==> src/rtl/tlpc_pkg.sv <==
// Shared types, widths and constants of the triangle lattice pixel classifier.
// Used by the channel interfaces and every module of the block; no dependencies.
`default_nettype none

package tlpc_pkg;

    // Screen geometry
    localparam int PIXELS_PER_CELL_X = 2;
    localparam int PIXELS_PER_CELL_Y = 4;
    localparam int SCREEN_SPAN       = 1024;

    // Field and register widths
    localparam int COORD_W   = 10;
    localparam int INV_W     = 18;
    localparam int BW_W      = 16;
    localparam int STRIPE_W  = 12;
    localparam int CFG_IDX_W = 3;
    localparam int CFG_DATA_W = 18;
    localparam int GLYPH_W   = 2;

    // Fixed-point formats
    localparam int SQRT3_Q16 = 113512;
    localparam int SQRT3_W   = 17;
    localparam int Q16       = 16;
    localparam int FRAC_BITS = 36;

    // Internal datapath widths
    localparam int DIFF_W = $clog2(SCREEN_SPAN) + 1;
    localparam int PX_W   = $clog2((SCREEN_SPAN - 1) * PIXELS_PER_CELL_X + 1) + 1;
    localparam int PY_W   = $clog2((SCREEN_SPAN - 1) * PIXELS_PER_CELL_Y + 1) + 1;
    localparam int SX_W   = PX_W + SQRT3_W;
    localparam int SY_W   = PY_W + Q16;
    localparam int A_W    = ((SX_W > SY_W) ? SX_W : SY_W) + 1;
    localparam int N_W    = FRAC_BITS + STRIPE_W;
    localparam int PROD_W = ((A_W + INV_W + 1) > N_W) ? (A_W + INV_W + 1) : N_W;
    localparam int D_W    = FRAC_BITS;

    // Glyph codes
    localparam logic [GLYPH_W-1:0] GLYPH_FLAT     = 2'd0;
    localparam logic [GLYPH_W-1:0] GLYPH_UP_RIGHT = 2'd1;
    localparam logic [GLYPH_W-1:0] GLYPH_UP_LEFT  = 2'd2;

    // Border widths above one half of a row mark every cell as edge
    localparam logic [BW_W-1:0] HALF_BW = 16'd32768;

    typedef enum logic [CFG_IDX_W-1:0] {
        CFG_INV_ROW_HEIGHT     = 3'd0,
        CFG_BORDER_WIDTH       = 3'd1,
        CFG_ORIGIN_COL         = 3'd2,
        CFG_ORIGIN_ROW         = 3'd3,
        CFG_CURSOR_ROW_STRIPE  = 3'd4,
        CFG_CURSOR_DIAG_STRIPE = 3'd5
    } t_cfg_idx;

    typedef struct packed {
        logic [INV_W-1:0]           inv_row_height;
        logic [BW_W-1:0]            border_width;
        logic [COORD_W-1:0]         origin_col;
        logic [COORD_W-1:0]         origin_row;
        logic signed [STRIPE_W-1:0] cursor_row_stripe;
        logic signed [STRIPE_W-1:0] cursor_diag_stripe;
    } t_cfg;

    localparam t_cfg CFG_RESET = '{
        inv_row_height:     18'd60540,
        border_width:       16'd6554,
        origin_col:         10'd40,
        origin_row:         10'd11,
        cursor_row_stripe:  12'sd0,
        cursor_diag_stripe: 12'sd0
    };

    // Projections onto the flat, up-right and up-left line sets, Q.36, low bits kept
    typedef struct packed {
        logic [N_W-1:0] n1;
        logic [N_W-1:0] n2;
        logic [N_W-1:0] n3;
    } t_proj;

    typedef struct packed {
        logic                       edge_res;
        logic [GLYPH_W-1:0]         glyph;
        logic                       on_cursor;
        logic signed [STRIPE_W-1:0] row_stripe;
        logic signed [STRIPE_W-1:0] diag_stripe;
    } t_res;

endpackage

`default_nettype wire

==> src/rtl/tlpc_in_if.sv <==
// Input channel of the classifier: one screen cell per word.
// Depends on tlpc_pkg for field widths.
`default_nettype none

interface tlpc_in_if;
    logic                         valid;
    logic                         ready;
    logic [tlpc_pkg::COORD_W-1:0] col;
    logic [tlpc_pkg::COORD_W-1:0] row;

    modport source (output valid, output col, output row, input ready);
    modport sink   (input valid, input col, input row, output ready);
endinterface

`default_nettype wire

==> src/rtl/tlpc_out_if.sv <==
// Output channel of the classifier: one classification word per cell.
// Depends on tlpc_pkg for field widths.
`default_nettype none

interface tlpc_out_if;
    logic                                valid;
    logic                                ready;
    logic                                edge_res;
    logic [tlpc_pkg::GLYPH_W-1:0]        glyph;
    logic                                on_cursor;
    logic signed [tlpc_pkg::STRIPE_W-1:0] row_stripe;
    logic signed [tlpc_pkg::STRIPE_W-1:0] diag_stripe;

    modport source (output valid, output edge_res, output glyph, output on_cursor,
                    output row_stripe, output diag_stripe, input ready);
    modport sink   (input valid, input edge_res, input glyph, input on_cursor,
                    input row_stripe, input diag_stripe, output ready);
endinterface

`default_nettype wire

==> src/rtl/tlpc_project.sv <==
// Front four pipeline stages: pixel offset, sqrt3 scaling, line-set sums and
// the multiply by the reciprocal row height. Depends on tlpc_pkg.
`default_nettype none

module tlpc_project (
    input  wire                              i_clk,
    input  wire                              i_rst_n,
    input  wire tlpc_pkg::t_cfg              i_cfg,
    input  wire                              i_valid,
    output logic                             o_ready,
    input  wire [tlpc_pkg::COORD_W-1:0]      i_col,
    input  wire [tlpc_pkg::COORD_W-1:0]      i_row,
    output logic                             o_valid,
    input  wire                              i_ready,
    output tlpc_pkg::t_proj                  o_proj
);

    localparam logic signed [tlpc_pkg::SQRT3_W:0] SQRT3_S =
        (tlpc_pkg::SQRT3_W + 1)'(tlpc_pkg::SQRT3_Q16);

    // Stage ready: a stage takes a word when empty or when its successor moves
    logic rdy1, rdy2, rdy3, rdy4;

    logic r_v1, r_v2, r_v3, r_v4;

    logic signed [tlpc_pkg::PX_W-1:0] r_px;
    logic signed [tlpc_pkg::PY_W-1:0] r_py;
    logic signed [tlpc_pkg::SX_W-1:0] r_sx;
    logic signed [tlpc_pkg::SY_W-1:0] r_sy;
    logic signed [tlpc_pkg::A_W-1:0]  r_a1, r_a2, r_a3;
    tlpc_pkg::t_proj                  r_proj;

    logic signed [tlpc_pkg::DIFF_W-1:0] w_dx, w_dy;
    logic signed [tlpc_pkg::PX_W-1:0]   n_px;
    logic signed [tlpc_pkg::PY_W-1:0]   n_py;
    logic signed [tlpc_pkg::SX_W-1:0]   n_sx;
    logic signed [tlpc_pkg::SY_W-1:0]   n_sy;
    logic signed [tlpc_pkg::A_W-1:0]    n_a1, n_a2, n_a3;
    logic signed [tlpc_pkg::INV_W:0]    w_inv;
    logic signed [tlpc_pkg::PROD_W-1:0] w_p1, w_p2, w_p3;
    tlpc_pkg::t_proj                    n_proj;

    assign rdy4    = !r_v4 || i_ready;
    assign rdy3    = !r_v3 || rdy4;
    assign rdy2    = !r_v2 || rdy3;
    assign rdy1    = !r_v1 || rdy2;
    assign o_ready = rdy1;
    assign o_valid = r_v4;
    assign o_proj  = r_proj;

    // Stage 1: cell offset from the origin, in pixels
    assign w_dx = $signed({1'b0, i_col}) - $signed({1'b0, i_cfg.origin_col});
    assign w_dy = $signed({1'b0, i_row}) - $signed({1'b0, i_cfg.origin_row});
    assign n_px = tlpc_pkg::PX_W'(w_dx * tlpc_pkg::PIXELS_PER_CELL_X);
    assign n_py = tlpc_pkg::PY_W'(w_dy * tlpc_pkg::PIXELS_PER_CELL_Y);

    // Stage 2: sqrt3 * px and py in Q.16
    assign n_sx = r_px * SQRT3_S;
    assign n_sy = $signed({r_py, {tlpc_pkg::Q16{1'b0}}});

    // Stage 3: line-set sums
    assign n_a1 = tlpc_pkg::A_W'(r_sy);
    assign n_a2 = tlpc_pkg::A_W'(r_sy) + tlpc_pkg::A_W'(r_sx);
    assign n_a3 = tlpc_pkg::A_W'(r_sy) - tlpc_pkg::A_W'(r_sx);

    // Stage 4: scale by the reciprocal row height into Q.36
    assign w_inv = $signed({1'b0, i_cfg.inv_row_height});
    assign w_p1  = r_a1 * w_inv;
    assign w_p2  = r_a2 * w_inv;
    assign w_p3  = r_a3 * w_inv;

    always_comb begin
        n_proj.n1 = w_p1[tlpc_pkg::N_W-1:0];
        n_proj.n2 = w_p2[tlpc_pkg::N_W-1:0];
        n_proj.n3 = w_p3[tlpc_pkg::N_W-1:0];
    end

    always_ff @(posedge i_clk) begin
        if (!i_rst_n) begin
            r_v1 <= 1'b0;
            r_v2 <= 1'b0;
            r_v3 <= 1'b0;
            r_v4 <= 1'b0;
        end else begin
            if (rdy1) r_v1 <= i_valid;
            if (rdy2) r_v2 <= r_v1;
            if (rdy3) r_v3 <= r_v2;
            if (rdy4) r_v4 <= r_v3;
        end
    end

    always_ff @(posedge i_clk) begin
        if (rdy1) begin
            r_px <= n_px;
            r_py <= n_py;
        end
        if (rdy2) begin
            r_sx <= n_sx;
            r_sy <= n_sy;
        end
        if (rdy3) begin
            r_a1 <= n_a1;
            r_a2 <= n_a2;
            r_a3 <= n_a3;
        end
        if (rdy4) begin
            r_proj <= n_proj;
        end
    end

endmodule

`default_nettype wire

==> src/rtl/tlpc_classify.sv <==
// Back two pipeline stages: fold each projection to a line distance, then pick
// the nearest set, the edge flag and the cursor match. Depends on tlpc_pkg.
`default_nettype none

module tlpc_classify (
    input  wire                 i_clk,
    input  wire                 i_rst_n,
    input  wire tlpc_pkg::t_cfg i_cfg,
    input  wire                 i_valid,
    output logic                o_ready,
    input  wire tlpc_pkg::t_proj i_proj,
    output logic                o_valid,
    input  wire                 i_ready,
    output tlpc_pkg::t_res      o_res
);

    // Distance from a Q.36 value to the nearest integer, 0..0.5
    function automatic logic [tlpc_pkg::D_W-1:0] fold_dist(
        input logic [tlpc_pkg::N_W-1:0] n
    );
        logic [tlpc_pkg::D_W-1:0] t;
        t = n[tlpc_pkg::D_W-1:0];
        return t[tlpc_pkg::D_W-1] ? tlpc_pkg::D_W'(~t + tlpc_pkg::D_W'(1)) : t;
    endfunction

    logic rdy5, rdy6;
    logic r_v5, r_v6;

    logic [tlpc_pkg::D_W-1:0]          r_d1, r_d2, r_d3;
    logic signed [tlpc_pkg::STRIPE_W-1:0] r_s1, r_s2;
    tlpc_pkg::t_res                    r_res;

    logic [tlpc_pkg::D_W-1:0] w_d;
    logic [tlpc_pkg::D_W-1:0] w_bw;
    tlpc_pkg::t_res           n_res;

    assign rdy6    = !r_v6 || i_ready;
    assign rdy5    = !r_v5 || rdy6;
    assign o_ready = rdy5;
    assign o_valid = r_v6;
    assign o_res   = r_res;

    assign w_bw = {i_cfg.border_width, {(tlpc_pkg::D_W - tlpc_pkg::BW_W){1'b0}}};

    // Nearest set wins; ties keep the earlier set
    always_comb begin
        w_d         = r_d1;
        n_res.glyph = tlpc_pkg::GLYPH_FLAT;
        if (r_d2 < w_d) begin
            w_d         = r_d2;
            n_res.glyph = tlpc_pkg::GLYPH_UP_RIGHT;
        end
        if (r_d3 < w_d) begin
            w_d         = r_d3;
            n_res.glyph = tlpc_pkg::GLYPH_UP_LEFT;
        end
        n_res.edge_res    = (w_d < w_bw);
        n_res.on_cursor   = (r_s1 == i_cfg.cursor_row_stripe) &&
                            (r_s2 == i_cfg.cursor_diag_stripe);
        n_res.row_stripe  = r_s1;
        n_res.diag_stripe = r_s2;
    end

    always_ff @(posedge i_clk) begin
        if (!i_rst_n) begin
            r_v5 <= 1'b0;
            r_v6 <= 1'b0;
        end else begin
            if (rdy5) r_v5 <= i_valid;
            if (rdy6) r_v6 <= r_v5;
        end
    end

    always_ff @(posedge i_clk) begin
        if (rdy5) begin
            r_d1 <= fold_dist(i_proj.n1);
            r_d2 <= fold_dist(i_proj.n2);
            r_d3 <= fold_dist(i_proj.n3);
            r_s1 <= $signed(i_proj.n1[tlpc_pkg::N_W-1:tlpc_pkg::FRAC_BITS]);
            r_s2 <= $signed(i_proj.n2[tlpc_pkg::N_W-1:tlpc_pkg::FRAC_BITS]);
        end
        if (rdy6) begin
            r_res <= n_res;
        end
    end

endmodule

`default_nettype wire

==> src/rtl/triangle_lattice_pixel_classifier.sv <==
// Throughput: one cell per cycle while o_cls.ready holds; six register stages,
// two of them multiplier stages (sqrt3 scaling, reciprocal row height), each
// holding under a stall.
// Reset: synchronous, active low; clears all stage valid bits and loads the
// configuration registers with their defaults.
// Top level: configuration registers, tlpc_project and tlpc_classify.
`default_nettype none

module triangle_lattice_pixel_classifier (
    input  wire                              i_clk,
    input  wire                              i_rst_n,
    input  wire                              i_cfg_we,
    input  wire [tlpc_pkg::CFG_IDX_W-1:0]    i_cfg_idx,
    input  wire [tlpc_pkg::CFG_DATA_W-1:0]   i_cfg_data,
    tlpc_in_if.sink                          i_pix,
    tlpc_out_if.source                       o_cls
);

    tlpc_pkg::t_cfg  r_cfg;
    tlpc_pkg::t_cfg  n_cfg;

    logic            w_mid_valid;
    logic            w_mid_ready;
    tlpc_pkg::t_proj w_proj;
    tlpc_pkg::t_res  w_res;

    always_comb begin
        n_cfg = r_cfg;
        unique case (tlpc_pkg::t_cfg_idx'(i_cfg_idx))
            tlpc_pkg::CFG_INV_ROW_HEIGHT:
                n_cfg.inv_row_height = i_cfg_data[tlpc_pkg::INV_W-1:0];
            tlpc_pkg::CFG_BORDER_WIDTH:
                n_cfg.border_width = i_cfg_data[tlpc_pkg::BW_W-1:0];
            tlpc_pkg::CFG_ORIGIN_COL:
                n_cfg.origin_col = i_cfg_data[tlpc_pkg::COORD_W-1:0];
            tlpc_pkg::CFG_ORIGIN_ROW:
                n_cfg.origin_row = i_cfg_data[tlpc_pkg::COORD_W-1:0];
            tlpc_pkg::CFG_CURSOR_ROW_STRIPE:
                n_cfg.cursor_row_stripe = $signed(i_cfg_data[tlpc_pkg::STRIPE_W-1:0]);
            tlpc_pkg::CFG_CURSOR_DIAG_STRIPE:
                n_cfg.cursor_diag_stripe = $signed(i_cfg_data[tlpc_pkg::STRIPE_W-1:0]);
            default: ;
        endcase
    end

    always_ff @(posedge i_clk) begin
        if (!i_rst_n) begin
            r_cfg <= tlpc_pkg::CFG_RESET;
        end else if (i_cfg_we) begin
            r_cfg <= n_cfg;
        end
    end

    tlpc_project u_project (
        .i_clk   (i_clk),
        .i_rst_n (i_rst_n),
        .i_cfg   (r_cfg),
        .i_valid (i_pix.valid),
        .o_ready (i_pix.ready),
        .i_col   (i_pix.col),
        .i_row   (i_pix.row),
        .o_valid (w_mid_valid),
        .i_ready (w_mid_ready),
        .o_proj  (w_proj)
    );

    tlpc_classify u_classify (
        .i_clk   (i_clk),
        .i_rst_n (i_rst_n),
        .i_cfg   (r_cfg),
        .i_valid (w_mid_valid),
        .o_ready (w_mid_ready),
        .i_proj  (w_proj),
        .o_valid (o_cls.valid),
        .i_ready (o_cls.ready),
        .o_res   (w_res)
    );

    assign o_cls.edge_res    = w_res.edge_res;
    assign o_cls.glyph       = w_res.glyph;
    assign o_cls.on_cursor   = w_res.on_cursor;
    assign o_cls.row_stripe  = w_res.row_stripe;
    assign o_cls.diag_stripe = w_res.diag_stripe;

    // Input backpressure only when every stage is full and the output stalls
    a_full_stall: assert property (@(posedge i_clk) disable iff (!i_rst_n)
        !i_pix.ready |-> (o_cls.valid && !o_cls.ready))
        else $error("input stalled while the pipeline has room");

    // A border wider than half a row covers every cell
    a_wide_border: assert property (@(posedge i_clk) disable iff (!i_rst_n)
        (o_cls.valid && (r_cfg.border_width > tlpc_pkg::HALF_BW)) |-> o_cls.edge_res)
        else $error("cell not edge under a border wider than half a row");

    // Zero reciprocal collapses every projection to zero: flat wins the tie
    a_zero_inv: assert property (@(posedge i_clk) disable iff (!i_rst_n)
        (o_cls.valid && (r_cfg.inv_row_height == '0)) |->
            (o_cls.glyph == tlpc_pkg::GLYPH_FLAT && o_cls.row_stripe == '0))
        else $error("nonzero projection with zero reciprocal row height");

    // Cursor flag agrees with the reported stripes
    a_cursor: assert property (@(posedge i_clk) disable iff (!i_rst_n)
        (o_cls.valid && o_cls.on_cursor) |->
            (o_cls.row_stripe == r_cfg.cursor_row_stripe &&
             o_cls.diag_stripe == r_cfg.cursor_diag_stripe))
        else $error("cursor flag set off the selected triangle");

endmodule

`default_nettype wire

==> src/flat_wrapper.sv <==
// flat-port wrapper written by rule: the top's interface ports become plain ports
module triangle_lattice_pixel_classifier_flat 
  (i_clk, i_rst_n, i_cfg_we, i_cfg_idx, i_cfg_data, i_pix_valid, i_pix_col, i_pix_row, i_pix_ready, o_cls_valid, o_cls_edge_res, o_cls_glyph, o_cls_on_cursor, o_cls_row_stripe, o_cls_diag_stripe, o_cls_ready);
  tlpc_in_if i_pix_i ();
  tlpc_out_if o_cls_i ();
  input  wire i_clk;
  input  wire i_rst_n;
  input  wire i_cfg_we;
  input  wire [tlpc_pkg::CFG_IDX_W-1:0] i_cfg_idx;
  input  wire [tlpc_pkg::CFG_DATA_W-1:0] i_cfg_data;
  input wire logic [$bits(i_pix_i.valid)-1:0] i_pix_valid;
  input wire logic [$bits(i_pix_i.col)-1:0] i_pix_col;
  input wire logic [$bits(i_pix_i.row)-1:0] i_pix_row;
  output wire logic [$bits(i_pix_i.ready)-1:0] i_pix_ready;
  output wire logic [$bits(o_cls_i.valid)-1:0] o_cls_valid;
  output wire logic [$bits(o_cls_i.edge_res)-1:0] o_cls_edge_res;
  output wire logic [$bits(o_cls_i.glyph)-1:0] o_cls_glyph;
  output wire logic [$bits(o_cls_i.on_cursor)-1:0] o_cls_on_cursor;
  output wire logic [$bits(o_cls_i.row_stripe)-1:0] o_cls_row_stripe;
  output wire logic [$bits(o_cls_i.diag_stripe)-1:0] o_cls_diag_stripe;
  input wire logic [$bits(o_cls_i.ready)-1:0] o_cls_ready;
  assign i_pix_i.valid = i_pix_valid;
  assign i_pix_i.col = i_pix_col;
  assign i_pix_i.row = i_pix_row;
  assign i_pix_ready = i_pix_i.ready;
  assign o_cls_valid = o_cls_i.valid;
  assign o_cls_edge_res = o_cls_i.edge_res;
  assign o_cls_glyph = o_cls_i.glyph;
  assign o_cls_on_cursor = o_cls_i.on_cursor;
  assign o_cls_row_stripe = o_cls_i.row_stripe;
  assign o_cls_diag_stripe = o_cls_i.diag_stripe;
  assign o_cls_i.ready = o_cls_ready;
  triangle_lattice_pixel_classifier u_core (.i_clk(i_clk), .i_rst_n(i_rst_n), .i_cfg_we(i_cfg_we), .i_cfg_idx(i_cfg_idx), .i_cfg_data(i_cfg_data), .i_pix(i_pix_i), .o_cls(o_cls_i));
endmodule
==> config.mk <==
export PLATFORM = sky130hd
export DESIGN_NAME = triangle_lattice_pixel_classifier_flat
export DESIGN_NICKNAME = d
export VERILOG_FILES = /design/src/rtl/tlpc_pkg.sv /design/src/rtl/tlpc_in_if.sv /design/src/rtl/tlpc_out_if.sv /design/src/rtl/tlpc_project.sv /design/src/rtl/tlpc_classify.sv /design/src/rtl/triangle_lattice_pixel_classifier.sv /design/src/flat_wrapper.sv
export SDC_FILE = /design/constraint.sdc
export NUM_CORES = 2
export LEC_CHECK = 0
export BUFFER_PORTS_ARGS = -buffer_cell sky130_fd_sc_hd__buf_2
export CELL_PAD_IN_SITES_DETAIL_PLACEMENT = 0
export CELL_PAD_IN_SITES_GLOBAL_PLACEMENT = 1
export CORE_MARGIN = 1.5
export CORE_UTILIZATION = 55
export DETAILED_ROUTE_END_ITERATION = 8
export GPL_TIMING_DRIVEN = 0
export PLACE_DENSITY = 0.88
export SYNTH_ARGS = -nofsm -noshare
export SYNTH_HDL_FRONTEND = slang
export SYNTH_SLANG_ARGS = --single-unit
==> constraint.sdc <==
create_clock -name i_clk -period 20.7 [get_ports i_clk]
set_input_delay 1.035 -clock i_clk [delete_from_list [all_inputs] [get_ports i_clk]]
set_output_delay 1.035 -clock i_clk [all_outputs]
set_load 0.01 [all_outputs]
==> impl_metrics.yaml <==
critical_path:
  crit_arrival_ns: 9.63
  path_buf_inv: 7
  slowest_delay_ns: 0.83
  cp_slowest_cell: "a311oi_1"
  critPathTopFamily: "adder cells"
  crit_path_end_kind: "flop"
  cp_cell_sequence: "clkbuf_1 > clkbuf_1 > nand2_1 > fa_1 > inv_1 > fa_1 > inv_1 > fa_1 > inv_1 > fa_1 > inv_1 > fa_1 > inv_1 > fa_1 > ha_1 > and3_1 > a311oi_1 > a31oi_1 > a311oi_1 > o31ai_1 > a221o_1 > a21o_1 > a21oi_1 > xnor2_1"
  cp-start-kind: "flop"
  critPathRequiredTime_ns: 21.09
  criticalPathCategory: "reg2reg"
  path_common_cell: "fa_1"
  critPathMaxFanout: 10
synthesis:
  synthFlopType: "edfxtp_1"
  async_reset_ff_frac: 0
  synth.largest_area_cell: "fa_1"
  yosysMostFrequentCell: "inv_1"
  netlist-cell-type-count: 61
  syn-num-nets: 7264
  seq_area_frac_synth: 0.217
  syn_inst: 5763
  ys_top_cells_by_count: "inv_1 (1187), fa_1 (989), nand2_1 (836), ha_1 (466), and2_1 (447)"
  synthTopCellsByArea: "fa_1 (35%), edfxtp_1 (19%), ha_1 (10%)"
  yosys_warnings: 0
  syn_area_per_cell_um2: 9.93
  synth_seq_cells: 441
  synth_area_um2: 57200
  synth-edff-count: 357
  synth_top_area_frac: 0.346
die:
  initial_core_util: 0.554
  die_w_um: 326
  die_area_um2: 106000
  die_h_um: 326
  core_area_um2: 103000
  io_pins: 76
  row_count: 118
sta:
  fin_crit_ns: 9.24
  slew_violations: 0
  fmax_mhz: 108
  fin_skew_ns: 0.0662
  hold_viol_final: 0
  relSlewSlack: 0.110
  setup_tns_ns: 0
  tightest_slew_ns: 1.33
  finalCritPeriodShare: 0.446
  rsz0062_at_grt: "no"
  setup_viol: 0
clock_network:
  clock-sinks: 441
  worst_skew_pair.late_latency_ns: 0.65
  post_cts_buffers: 0
  cts_hold_buf: 0
  cts_tree: "done"
  clkSlewWorstSetupHoldPaths_ns: 0.06
  root_buffer: "clkbuf_16"
  cts_resized: 0
  h-tree-depth: 2
  clockBufferDepth: 3
  cts_inserted_buffers: 49
global_route:
  grt_pass1_vias: 42000
  gr-total-overflow: 0
  grt_pass1_wl_mm: 247
  grt_max_degree: 77
  grtUsageTotal: 0.310
  antenna_found_initial: 7
drt:
  drt_iter0_markers: 3361
  drtAntennaViolNets: 0
  wl_per_cell_um: 22.0
  vias_per_cell: 5.50
  totalWireLength_mm: 161
  num_vias: 40300
  drc: 0
  first_pass_iters: 5
run:
  maxCapViolCount: 0
layout:
  drive_gt1_frac: 0.0307
  syn2layout_area_growth_pct: 6.94
  nNetsFinal: 7392
  fillCellCount: 8976
placed_design:
  gp_congestion: 0.982
  port_buffers: 74
  dp_hpwl_mm: 134
run_status:
  outcome: "finished clean"
hold_path:
  min_path_type: "reg2reg"
==> layer usage <==
layer | vias to the layer above | GRT usage | routed length (um)
met3 | 405 | 0.0656 | 14400
met2 | 1622 | 0.491 | 73400
met5 | - | 0 | 83
met4 | 10 | 0.165 | 10500
met1 | 20300 | 0.403 | 62400
li1 | 18000 | - | -
==> final timing paths <==
kind | start | to | slack [ns] | cells past startpoint
hold reg to reg | u_core.u_project.o_proj[90] | u_core.u_classify.r_s2[6] | 0.41 | 0
setup / recovery | u_core.r_cfg[70] | u_core.u_project.o_proj[94] | 11.46 | 24
setup reg to reg | u_core.r_cfg[70] | u_core.u_project.o_proj[94] | 11.46 | 24
hold / removal | u_core.u_project.o_proj[90] | u_core.u_classify.r_s2[6] | 0.41 | 0
==> worst reg2reg max path, stage by stage, from the launching register on <==
cell,delay [ns]
dfxtp_1,0.66
clkbuf_1,0.67
clkbuf_1,0.78
nand2_1,0.18
fa_1,0.58
inv_1,0.06
fa_1,0.49
inv_1,0.05
fa_1,0.52
inv_1,0.06
fa_1,0.52
inv_1,0.06
fa_1,0.47
inv_1,0.05
fa_1,0.43
ha_1,0.35
and3_1,0.24
a311oi_1,0.40
a31oi_1,0.31
a311oi_1,0.83
o31ai_1,0.36
a221o_1,0.44
a21o_1,0.19
a21oi_1,0.16
xnor2_1,0.11
==> state kept, by name (all words and copies together) (netlist names), 11 cells and up <==
register,flops
u_core.u_project.r_sy,11
u_core.u_classify.r_d1,18
u_core.u_classify.r_s2,12
u_core.u_classify.o_res,28
u_core.u_project.o_proj,105
u_core.u_project.r_px,11
u_core.u_project.r_a2,26
u_core.u_project.r_py,11
u_core.u_project.r_a1,11
u_core.u_project.r_a3,25
u_core.r_cfg,78
u_core.u_classify.r_d3,31
u_core.u_classify.r_s1,12
u_core.u_classify.r_d2,31
u_core.u_project.r_sx,25
==> layout by cell type (no fill, tap or decap), types with 16 or more instances in the layout <==
master     synthesis  routed
o31ai_1           24      24
and2_1           447     447
nand2b_1          47      47
o21bai_1          16      16
nor2_1           107     107
nor3_1            25      25
a21o_1            72      72
o211ai_1          19      19
inv_1           1187    1185
buf_2              0      74
o21a_1            25      25
xor2_1            70      70
nand4_1           18      18
clkbuf_16          0      51
mux2i_1           16      16
nand3_1           40      40
nor2b_1           28      28
edfxtp_1         357     357
a21oi_1          119     119
or3_1             18      18
nand2_1          836     834
a21boi_0          64      64
clkbuf_1         233     241
ha_1             466     466
xnor2_1          214     214
fa_1             989     989
o21ai_0          100     100
dfxtp_1           84      84
==> metrics by stage <==
| step | hold slack (ns) | area [um^2] | utilization | cells | setup WS [ns] |
|---|---|---|---|---|---|
| final | 0.415 | 61200 | 0.592 | 7314 | 11.46 |
| after global routing | 0.424 | 61200 | 0.592 | 7312 | 11.38 |
| after CTS | 0.414 | 61200 | 0.592 | 7312 | 11.75 |
| after detailed placement | 0.405 | 59400 | 0.575 | 7220 | 11.82 |
| after global placement | 0.404 | 59300 | 0.574 | 7217 | 11.80 |
| after floorplan | 0.400 | 57200 | - | 5763 | 14.07 |
==> cell type report <==
cell class | count | area [um^2] | share of cell area
Inverter | 1187 | 4460 | 0.0728
Buffer | 239 | 897 | 0.0147
Clock buffer | 61 | 1330 | 0.0218
Tap cell | 1380 | 1730 | 0.0282
Antenna cell | 2 | 5.00 | 0.0000818
Multi-Input combinational cell | 3896 | 39500 | 0.645
Clock inverter | 31 | 444 | 0.00726
Sequential cell | 441 | 12400 | 0.203
Timing Repair Buffer | 77 | 445 | 0.00728
==> cell families (layout without fill, tap and decap cells) <==
logic type                 count (synthesis)  count (layout)  synth area share
DFF                                      441             441             0.217
other                                      0               2                 0
adders and majority gates               1455            1455             0.448
muxes                                     16              16           0.00280
AOI/OAI and AO/OA                        513             513            0.0588
xor gates and xnor gates                 284             284            0.0435
buffers and inverters                   1426            1595            0.0935
and+or+nand+nor                         1628            1628             0.137
Power is left out: the tool's default activity adds up to more than one toggle a clock period on the data nets, which glitch-free logic cannot reach.
